--- src/hw/rtl/kermit_data_field_encoder_macros.svh ---
`ifndef KERMIT_DATA_FIELD_ENCODER_MACROS_SVH
`define KERMIT_DATA_FIELD_ENCODER_MACROS_SVH

// same-cycle implication, checked outside reset
`define KDFE_ASSERT_NOW(label, clk, rst, ante, cons, msg) \
   label: assert property (@(posedge clk) disable iff (rst) (ante) |-> (cons)) \
      else $error(msg);

// next-cycle implication, checked outside reset
`define KDFE_ASSERT_NEXT(label, clk, rst, ante, cons, msg) \
   label: assert property (@(posedge clk) disable iff (rst) (ante) |=> (cons)) \
      else $error(msg);

`endif

--- src/hw/rtl/kdfe_pkg.sv ---
`default_nettype none

package kdfe_pkg;

   localparam int GROUP_MAX = 5;

   localparam logic [6:0] RUN_LIMIT     = 7'd94;
   localparam logic [7:0] CTRL_Z        = 8'd26;
   localparam logic [6:0] EIGHT_BIT_OFF = 7'd78;
   localparam logic [7:0] TOCHAR_OFFSET = 8'd32;
   localparam logic [6:0] CTL_LIMIT     = 7'd32;
   localparam logic [6:0] DEL_CHAR      = 7'd127;
   localparam logic [7:0] CTL_FLIP      = 8'h40;
   localparam logic [12:0] PACKET_SLACK = 13'd10;

   localparam logic [2:0] CSR_PACKET_SIZE   = 3'd0;
   localparam logic [2:0] CSR_CONTROL_QUOTE = 3'd1;
   localparam logic [2:0] CSR_EIGHT_BIT     = 3'd2;
   localparam logic [2:0] CSR_REPEAT_PREFIX = 3'd3;
   localparam logic [2:0] CSR_REPEAT_ENABLE = 3'd4;
   localparam logic [2:0] CSR_CTRL_Z_END    = 3'd5;

   localparam logic CMD_DATA = 1'b0;
   localparam logic CMD_EOF  = 1'b1;

   typedef struct packed {
      logic       cmd;
      logic [7:0] data_byte;
   } req_type;

   typedef struct packed {
      logic [7:0] out_byte;
      logic       packet_end;
      logic       last_of_item;
   } rsp_type;

   typedef struct packed {
      logic [11:0] packet_size;
      logic [6:0]  control_quote;
      logic [6:0]  eight_bit_prefix;
      logic [6:0]  repeat_prefix;
      logic        repeat_enable;
      logic        ctrl_z_is_end;
   } cfg_type;

   // one encoded group, characters packed from slot 0
   typedef struct packed {
      logic [GROUP_MAX-1:0][7:0] chars;
      logic [2:0]                count;
      logic                      pkt_end;
   } grp_type;

endpackage

`default_nettype wire

--- src/hw/rtl/kdfe_front.sv ---
`default_nettype none
`include "kermit_data_field_encoder_macros.svh"

module kdfe_front (
   input  wire logic             clock,
   input  wire logic             reset,
   input  wire kdfe_pkg::cfg_type cfg,
   input  wire logic             accept,
   input  wire kdfe_pkg::req_type req,
   output logic                  grp_push,
   output kdfe_pkg::grp_type     grp
);

   logic [7:0]  pending_byte_ff, pending_byte_in;
   logic        pending_valid_ff, pending_valid_in;
   logic [6:0]  run_count_ff, run_count_in;
   logic [11:0] field_length_ff, field_length_in;
   logic        file_ended_ff, file_ended_in;

   logic        is_end;
   logic        merge;
   logic        ebq_on;
   logic [7:0]  c;
   logic [2:0]  n;
   logic [12:0] sum;
   logic        close;

   assign ebq_on = cfg.eight_bit_prefix != kdfe_pkg::EIGHT_BIT_OFF;
   assign is_end = (req.cmd == kdfe_pkg::CMD_EOF) ||
                   (cfg.ctrl_z_is_end && req.data_byte == kdfe_pkg::CTRL_Z);
   assign merge  = pending_valid_ff && cfg.repeat_enable &&
                   req.data_byte == pending_byte_ff && run_count_ff < kdfe_pkg::RUN_LIMIT;

   // build the group for the pending byte
   always_comb begin
      n = 3'd0;
      grp = '0;
      c = pending_byte_ff;
      if (run_count_ff > 7'd1) begin
         grp.chars[n] = {1'b0, cfg.repeat_prefix};
         n = n + 3'd1;
         grp.chars[n] = {1'b0, run_count_ff} + kdfe_pkg::TOCHAR_OFFSET;
         n = n + 3'd1;
      end
      if (ebq_on && c[7]) begin
         grp.chars[n] = {1'b0, cfg.eight_bit_prefix};
         n = n + 3'd1;
         c[7] = 1'b0;
      end
      if (c[6:0] < kdfe_pkg::CTL_LIMIT || c[6:0] == kdfe_pkg::DEL_CHAR) begin
         grp.chars[n] = {1'b0, cfg.control_quote};
         n = n + 3'd1;
         c = c ^ kdfe_pkg::CTL_FLIP;
      end else if (c[6:0] == cfg.control_quote ||
                   (ebq_on && c[6:0] == cfg.eight_bit_prefix) ||
                   (cfg.repeat_enable && c[6:0] == cfg.repeat_prefix)) begin
         grp.chars[n] = {1'b0, cfg.control_quote};
         n = n + 3'd1;
      end
      grp.chars[n] = c;
      n = n + 3'd1;
      grp.count = n;
      sum = {1'b0, field_length_ff} + {10'd0, n};
      close = is_end || (sum + kdfe_pkg::PACKET_SLACK >= {1'b0, cfg.packet_size});
      grp.pkt_end = close;
   end

   assign grp_push = accept && !file_ended_ff && pending_valid_ff && (is_end || !merge);

   always_comb begin
      pending_byte_in  = pending_byte_ff;
      pending_valid_in = pending_valid_ff;
      run_count_in     = run_count_ff;
      field_length_in  = field_length_ff;
      file_ended_in    = file_ended_ff;
      if (grp_push) begin
         field_length_in = close ? 12'd0 : sum[11:0];
      end
      if (accept && !file_ended_ff) begin
         if (is_end) begin
            file_ended_in    = 1'b1;
            pending_valid_in = 1'b0;
            run_count_in     = 7'd1;
         end else if (merge) begin
            run_count_in = run_count_ff + 7'd1;
         end else begin
            pending_byte_in  = req.data_byte;
            pending_valid_in = 1'b1;
            run_count_in     = 7'd1;
         end
      end
   end

   always_ff @(posedge clock) begin
      if (reset) begin
         pending_byte_ff  <= 8'd0;
         pending_valid_ff <= 1'b0;
         run_count_ff     <= 7'd1;
         field_length_ff  <= 12'd0;
         file_ended_ff    <= 1'b0;
      end else begin
         pending_byte_ff  <= pending_byte_in;
         pending_valid_ff <= pending_valid_in;
         run_count_ff     <= run_count_in;
         field_length_ff  <= field_length_in;
         file_ended_ff    <= file_ended_in;
      end
   end

   `KDFE_ASSERT_NOW(a_no_group_after_end, clock, reset, file_ended_ff, !grp_push, "group after end of file")
   `KDFE_ASSERT_NOW(a_run_in_range, clock, reset, 1'b1, run_count_ff >= 7'd1 && run_count_ff <= kdfe_pkg::RUN_LIMIT, "run count out of range")

endmodule

`default_nettype wire

--- src/hw/rtl/kdfe_group_queue.sv ---
`default_nettype none
`include "kermit_data_field_encoder_macros.svh"

module kdfe_group_queue #(
   parameter int DEPTH = 4
) (
   input  wire logic             clock,
   input  wire logic             reset,
   input  wire logic             push,
   input  wire kdfe_pkg::grp_type push_grp,
   output logic                  full,
   input  wire logic             pop,
   output logic                  head_valid,
   output kdfe_pkg::grp_type     head_grp
);

   localparam int PW = (DEPTH > 1) ? $clog2(DEPTH) : 1;
   localparam int CW = $clog2(DEPTH + 1);

   kdfe_pkg::grp_type entries_ff [DEPTH];
   logic [PW-1:0] wr_ptr_ff, wr_ptr_in;
   logic [PW-1:0] rd_ptr_ff, rd_ptr_in;
   logic [CW-1:0] count_ff, count_in;
   logic          do_push, do_pop;

   assign full       = count_ff == CW'(DEPTH);
   assign head_valid = count_ff != '0;
   assign head_grp   = entries_ff[rd_ptr_ff];
   assign do_push    = push && !full;
   assign do_pop     = pop && head_valid;

   always_comb begin
      wr_ptr_in = wr_ptr_ff;
      rd_ptr_in = rd_ptr_ff;
      count_in  = count_ff;
      if (do_push) begin
         wr_ptr_in = (wr_ptr_ff == PW'(DEPTH - 1)) ? '0 : wr_ptr_ff + PW'(1);
      end
      if (do_pop) begin
         rd_ptr_in = (rd_ptr_ff == PW'(DEPTH - 1)) ? '0 : rd_ptr_ff + PW'(1);
      end
      if (do_push && !do_pop) begin
         count_in = count_ff + CW'(1);
      end else if (do_pop && !do_push) begin
         count_in = count_ff - CW'(1);
      end
   end

   always_ff @(posedge clock) begin
      if (reset) begin
         wr_ptr_ff <= '0;
         rd_ptr_ff <= '0;
         count_ff  <= '0;
      end else begin
         wr_ptr_ff <= wr_ptr_in;
         rd_ptr_ff <= rd_ptr_in;
         count_ff  <= count_in;
      end
   end

   always_ff @(posedge clock) begin
      if (do_push) begin
         entries_ff[wr_ptr_ff] <= push_grp;
      end
   end

   `KDFE_ASSERT_NOW(a_push_not_full, clock, reset, push, !full, "group pushed into full queue")
   `KDFE_ASSERT_NOW(a_group_size, clock, reset, push, push_grp.count >= 3'd1 && push_grp.count <= 3'(kdfe_pkg::GROUP_MAX), "group size out of range")
   `KDFE_ASSERT_NEXT(a_count_up, clock, reset, do_push && !do_pop, count_ff == $past(count_ff) + CW'(1), "queue count did not rise")

endmodule

`default_nettype wire

--- src/hw/rtl/kdfe_back.sv ---
`default_nettype none
`include "kermit_data_field_encoder_macros.svh"

module kdfe_back (
   input  wire logic             clock,
   input  wire logic             reset,
   input  wire logic             head_valid,
   input  wire kdfe_pkg::grp_type head_grp,
   output logic                  head_pop,
   output logic                  rsp_empty,
   input  wire logic             rsp_pop,
   output kdfe_pkg::rsp_type     rsp_data
);

   logic              out_valid_ff, out_valid_in;
   kdfe_pkg::rsp_type out_ff, out_in;
   logic [2:0]        idx_ff, idx_in;
   logic              load;
   logic              at_last;

   assign load      = !out_valid_ff || rsp_pop;
   assign at_last   = idx_ff == head_grp.count - 3'd1;
   assign head_pop  = load && head_valid && at_last;
   assign rsp_empty = !out_valid_ff;
   assign rsp_data  = out_ff;

   always_comb begin
      out_valid_in = out_valid_ff;
      out_in       = out_ff;
      idx_in       = idx_ff;
      if (load) begin
         out_valid_in = head_valid;
         if (head_valid) begin
            out_in.out_byte     = head_grp.chars[idx_ff];
            out_in.packet_end   = head_grp.pkt_end && at_last;
            out_in.last_of_item = at_last;
            idx_in              = at_last ? 3'd0 : idx_ff + 3'd1;
         end
      end
   end

   always_ff @(posedge clock) begin
      if (reset) begin
         out_valid_ff <= 1'b0;
         idx_ff       <= 3'd0;
      end else begin
         out_valid_ff <= out_valid_in;
         idx_ff       <= idx_in;
      end
      out_ff <= out_in;
   end

   `KDFE_ASSERT_NOW(a_idx_in_group, clock, reset, head_valid, idx_ff < head_grp.count, "character index past group end")
   `KDFE_ASSERT_NOW(a_idx_idle, clock, reset, !head_valid, idx_ff == 3'd0, "index left mid-group with queue empty")

endmodule

`default_nettype wire

--- src/hw/rtl/kermit_data_field_encoder.sv ---
// channel   ports                           transfer when
// --------  ------------------------------  -------------------
// input     push full req_data              push && !full
// result    empty pop rsp_data              pop && !empty
// config    csr_write_enable csr_index      csr_write_enable
//           csr_data
//
// one input byte a cycle while full is low; each group of one to five characters is built
// combinationally by the front and drained one character a cycle by the back while popped
// full rises only when the group queue (QUEUE_DEPTH entries) is full
// a group's first result passes through the group queue, then the output register
// synchronous reset clears state and loads the register defaults; no clearing pass
`default_nettype none

module kermit_data_field_encoder #(
   parameter int QUEUE_DEPTH = 4
) (
   input  wire logic              clock,
   input  wire logic              reset,
   input  wire logic              push,
   output logic                   full,
   input  wire kdfe_pkg::req_type req_data,
   output logic                   empty,
   input  wire logic              pop,
   output kdfe_pkg::rsp_type      rsp_data,
   input  wire logic              csr_write_enable,
   input  wire logic [2:0]        csr_index,
   input  wire logic [11:0]       csr_data
);

   kdfe_pkg::cfg_type cfg_ff, cfg_in;
   kdfe_pkg::grp_type grp, head_grp;
   logic              grp_push, head_valid, head_pop, accept;

   assign accept = push && !full;

   always_comb begin
      cfg_in = cfg_ff;
      if (csr_write_enable) begin
         unique case (csr_index)
            kdfe_pkg::CSR_PACKET_SIZE:   cfg_in.packet_size      = csr_data;
            kdfe_pkg::CSR_CONTROL_QUOTE: cfg_in.control_quote    = csr_data[6:0];
            kdfe_pkg::CSR_EIGHT_BIT:     cfg_in.eight_bit_prefix = csr_data[6:0];
            kdfe_pkg::CSR_REPEAT_PREFIX: cfg_in.repeat_prefix    = csr_data[6:0];
            kdfe_pkg::CSR_REPEAT_ENABLE: cfg_in.repeat_enable    = csr_data[0];
            kdfe_pkg::CSR_CTRL_Z_END:    cfg_in.ctrl_z_is_end    = csr_data[0];
            default: ;
         endcase
      end
   end

   always_ff @(posedge clock) begin
      if (reset) begin
         cfg_ff.packet_size      <= 12'd94;
         cfg_ff.control_quote    <= 7'd35;
         cfg_ff.eight_bit_prefix <= 7'd78;
         cfg_ff.repeat_prefix    <= 7'd126;
         cfg_ff.repeat_enable    <= 1'b0;
         cfg_ff.ctrl_z_is_end    <= 1'b0;
      end else begin
         cfg_ff <= cfg_in;
      end
   end

   kdfe_front u_front (
      .clock    (clock),
      .reset    (reset),
      .cfg      (cfg_ff),
      .accept   (accept),
      .req      (req_data),
      .grp_push (grp_push),
      .grp      (grp)
   );

   kdfe_group_queue #(
      .DEPTH (QUEUE_DEPTH)
   ) u_queue (
      .clock      (clock),
      .reset      (reset),
      .push       (grp_push),
      .push_grp   (grp),
      .full       (full),
      .pop        (head_pop),
      .head_valid (head_valid),
      .head_grp   (head_grp)
   );

   kdfe_back u_back (
      .clock      (clock),
      .reset      (reset),
      .head_valid (head_valid),
      .head_grp   (head_grp),
      .head_pop   (head_pop),
      .rsp_empty  (empty),
      .rsp_pop    (pop),
      .rsp_data   (rsp_data)
   );

endmodule

`default_nettype wire

--- config.mk ---
export PLATFORM = sky130hd
export DESIGN_NAME = kermit_data_field_encoder
export DESIGN_NICKNAME = d
export VERILOG_FILES = /design/src/hw/rtl/kdfe_pkg.sv /design/src/hw/rtl/kdfe_front.sv /design/src/hw/rtl/kdfe_group_queue.sv /design/src/hw/rtl/kdfe_back.sv /design/src/hw/rtl/kermit_data_field_encoder.sv
export VERILOG_INCLUDE_DIRS = /design/src /design/src/hw/rtl
export SDC_FILE = /design/constraint.sdc
export NUM_CORES = 1
export LEC_CHECK = 0
export BUFFER_PORTS_ARGS = -buffer_cell sky130_fd_sc_hd__buf_2
export CORE_ASPECT_RATIO = 1.1
export CORE_MARGIN = 4
export CORE_UTILIZATION = 50
export DETAILED_ROUTE_END_ITERATION = 7
export HOLD_SLACK_MARGIN = 0.08
export PLACE_DENSITY = 0.7
export SLEW_MARGIN = 15
export SYNTH_ARGS = -nofsm -noshare
export SYNTH_HDL_FRONTEND = slang
export SYNTH_HIERARCHICAL = 1
export SYNTH_SLANG_ARGS = --single-unit
--- constraint.sdc ---
create_clock -name clock -period 13.15 [get_ports clock]
set_input_delay 1.9725 -clock clock [delete_from_list [all_inputs] [get_ports clock]]
set_output_delay 1.9725 -clock clock [all_outputs]
set_load 0.01 [all_outputs]
==> results.md <==
* Initial antenna violation count at 0
* # Post-CTS Setup Buffers at 0
* Post-DP HPWL at 18,290 um
* Top cells by area, synth: edfxtp_1 43%, dfxtp_1 12%, mux4_2 9.0%, mux2i_1 5.3%, ha_1 3.3%
* Arr. time, crit path at 7770 ps
* Crit start category: register
* Commonest non-fill, non-tap cell in the layout: edfxtp_1
* HP Class: register to register
* Die Ht at 177.6 um
* DR vias at 7,838
* Most frequent cells in the layout: 186 x edfxtp_1, 75 x dfxtp_1, 69 x mux2i_1
* CTS tree: done
* Tcrit/Tclk final at roughly 56%
* Area delta synth->final at 8.959%
* Multi-input logic area at 0.005388 mm2
* Maxcap violations at 0
* CTS resizes at 0
* Status: finished clean
* Synth Cell Area at 0.01307 mm2
* Layout Cells excl Fill at 1,375
* PwrDens at ~120 mW/mm2
* Async set-reset flop share out of synthesis at 0%
* Share of layout cells above drive strength 1 at 18.37%
* Clk_lat worst skew at about 520 ps
* Die span in x at 162.2 um
* RSZ-0062 raised after global routing: no
* PortBufs at 40
* Cells after synthesis at 994
* Warnings from Yosys at 6
* Worst vdd ir at 0.0001045 V
* Post-synthesis sequential area ratio at 54.52%
* Initial core utilization at 51.28%
* Grt ovf at 0
* Worst Tran Pin Value at around 1000 ps
* Worst reg-to-reg path cell count at 21
* Worst reg2reg path startpoint: u_front/run_count_ff[0]$_SDFFE_PP1P_
* HP Start: u_front/field_length_ff[0]$_SDFFE_PP0P_
* Routing usage on met1 at 26.09%
* DR DRC count at 0
* Floorplan core area at around 0.025 mm2
* Worst slew margin at 31.43%
* Hold path depth at 2
* Crit-path max FO at 24
* Clock Skew at 16.07 ps
* Final setup TNS at 0 ps
* Htree depth at 1
* ANT nets after route at 0
* Yosys reg bits at 263
* Met2 Usage GRT at 31.77%
* Clock sink count at between 200 and 300
* First-pass DRT Iterations at 5
* Number of fill cells at about 2.1k
* Fmax at 136.0 MHz
* CTS clock-pin slew for the worst setup and hold paths at 60 ps
* Reg-to-Reg End: u_front/field_length_ff[1]$_SDFFE_PP0P_
* DP Cell Count at ~1.3k
* Post-synthesis average cell area at 13.15 um2
* First-pass GRT wire length at 43,290 um
* Min Tclk post-route at between 7000 and 8000 ps
* GR peak layer: met2
* CTS Root Cell: clkbuf_16
* Ys flop type: edfxtp_1
* Register area at ~0.007 mm2
* CP Data Required Time at 13,570 ps
* Die area at between 0.02 and 0.03 mm2
* Nature of the critical path endpoint: register
* Largest net degree at the start of global routing at 91
* Post-synth EDFFs at between 150 and 200
* Final setup fails at 0
* Hold endpoint: u_front/field_length_ff[0]$_SDFFE_PP0P_
* ANT cells at 0
* R2R setup slack at 5800 ps
* Post-layout nets at 1,075
* Routed len/inst at 19.30 um
* Final Slew Violations at 0
* Net Count, Synth at 1,059
* Routed vias/inst at 5.700
* # hold bufs at CTS at 0
* DRT iter0 DRCs at 532
* Post-synth top area share at 42.73%
* Rows at 61
* RePlAce Congestion at 0.8983
* Ports placed on the boundary at 41
* GR Util met3 at between 2 and 3%
* Vias in the first global route at 7,947
* Final Hold Fails at 0
* Routed wire length at 26,540 um
* GRT Total Usage at about a fifth
* Yosys top cell by area: edfxtp_1
* CTS Buffer Depth at 3
* Leak pwr at between 4 and 5 nW
* Synth cell types at 82
* CTS buffer count at 27
* CP Class: register to register
-- where the power goes --
part / switching (mW) / internal, mW / leakage [nW]
clock network: 0.297 / 0.415 / 0.399
logic: 0.0820 / 0.0592 / 2.29
registers: 0.0153 / 0.904 / 2.21
total: 0.394 / 1.38 / 4.89
-- stage by stage --
step	hold WS (ps)	power [mW]	util [%]	setup WS [ps]	instance area, um2
after floorplan	429.2	1.040	-	7248	13070
after global placement	446.0	1.076	52.63	6184	13420
after detailed placement	459.9	1.079	52.63	5849	13420
after CTS	469.8	1.793	55.87	5872	14240
after global routing	493.9	1.842	55.87	5122	14240
final	466.9	1.772	55.87	5796	14240
-- state kept, by name, indices dropped and copies added (netlist names), named ones only --
register	cells
u_queue/rd_ptr_ff	2
u_front/file_ended_ff	1
u_back/idx_ff	3
u_back/out_valid_ff	1
cfg_ff	35
u_queue/count_ff	3
u_front/run_count_ff	7
u_front/field_length_ff	12
u_queue/wr_ptr_ff	2
u_queue/entries_ff	176
u_front/pending_valid_ff	1
u_front/pending_byte_ff	8
u_back/rsp_data	10
-- synthesized netlist by cell type, types with 27 or more instances --
cell type,count
xnor2_1,34
nand2_1,63
mux2i_1,69
a21oi_1,27
mux4_2,52
inv_1,45
ha_1,34
edfxtp_1,186
nor2_1,60
dfxtp_1,77
nand2b_1,35
-- cells by family (layout without fill, tap and decap cells) --
kind of cell | count (synthesis) | after routing | share of synthesized area [%]
adders and majority gates | 36 | 36 | 3.561
buffers and inverters | 110 | 145 | 4.298
xor gates and xnor gates | 56 | 56 | 3.867
AOI/OAI and AO/OA | 107 | 107 | 5.552
muxes | 144 | 144 | 16.51
DFF | 263 | 263 | 54.52
and+or+nand+nor | 277 | 277 | 11.66
other | 1 | 1 | 0.02869
-- cell type report --
class | instances | share of cell area [%]
Clock inverter | 9 | 0.5183
Timing Repair Buffer | 49 | 1.880
Clock buffer | 39 | 5.280
Tap cell | 346 | 3.040
Sequential cell | 263 | 50.06
Inverter | 48 | 1.397
Multi-Input combinational cell | 621 | 37.83
-- worst max-delay path by stage --
stage                                                     from                                       end  cells after the start
final                     u_front/run_count_ff[0]$_SDFFE_PP1P_   u_front/field_length_ff[1]$_SDFFE_PP0P_                     21
after global routing      u_front/run_count_ff[0]$_SDFFE_PP1P_   u_front/field_length_ff[1]$_SDFFE_PP0P_                     21
after CTS                 u_front/run_count_ff[0]$_SDFFE_PP1P_   u_front/field_length_ff[1]$_SDFFE_PP0P_                     21
after detailed placement  u_front/run_count_ff[0]$_SDFFE_PP1P_   u_front/field_length_ff[1]$_SDFFE_PP0P_                     21
after global placement    u_front/run_count_ff[0]$_SDFFE_PP1P_  u_front/field_length_ff[10]$_SDFFE_PP0P_                     21
after floorplan           u_front/run_count_ff[1]$_SDFFE_PP0P_        u_queue/entries_ff[0][0]$_DFFE_PP_                     30
-- worst max-delay path, stage by stage, from the launching register on --
cell	delay (ps)
dfxtp_1	460
ha_1	200
a32oi_1	90
or4_1	770
ha_1	540
a21oi_1	220
ha_1	190
xor2_1	330
ha_1	400
a21oi_1	740
o21ai_0	240
a21oi_1	230
o2111ai_1	150
xnor2_1	170
ha_1	320
a21oi_1	160
a21boi_0	90
a2111oi_0	400
o21ai_0	170
a31oi_1	830
nand3_1	290
o31ai_1	280
-- layer usage --
| metal | vias up | share of wire [%] | wire [um] |
|---|---|---|---|
| met5 | - | 0 | 0 |
| li1 | 3701 | - | - |
| met2 | 227 | 49 | 12980 |
| met3 | 36 | 5.4 | 1421 |
| met4 | 0 | 1.6 | 435 |
| met1 | 3874 | 44 | 11700 |
Note: power is estimated with default switching activity, not from simulation.
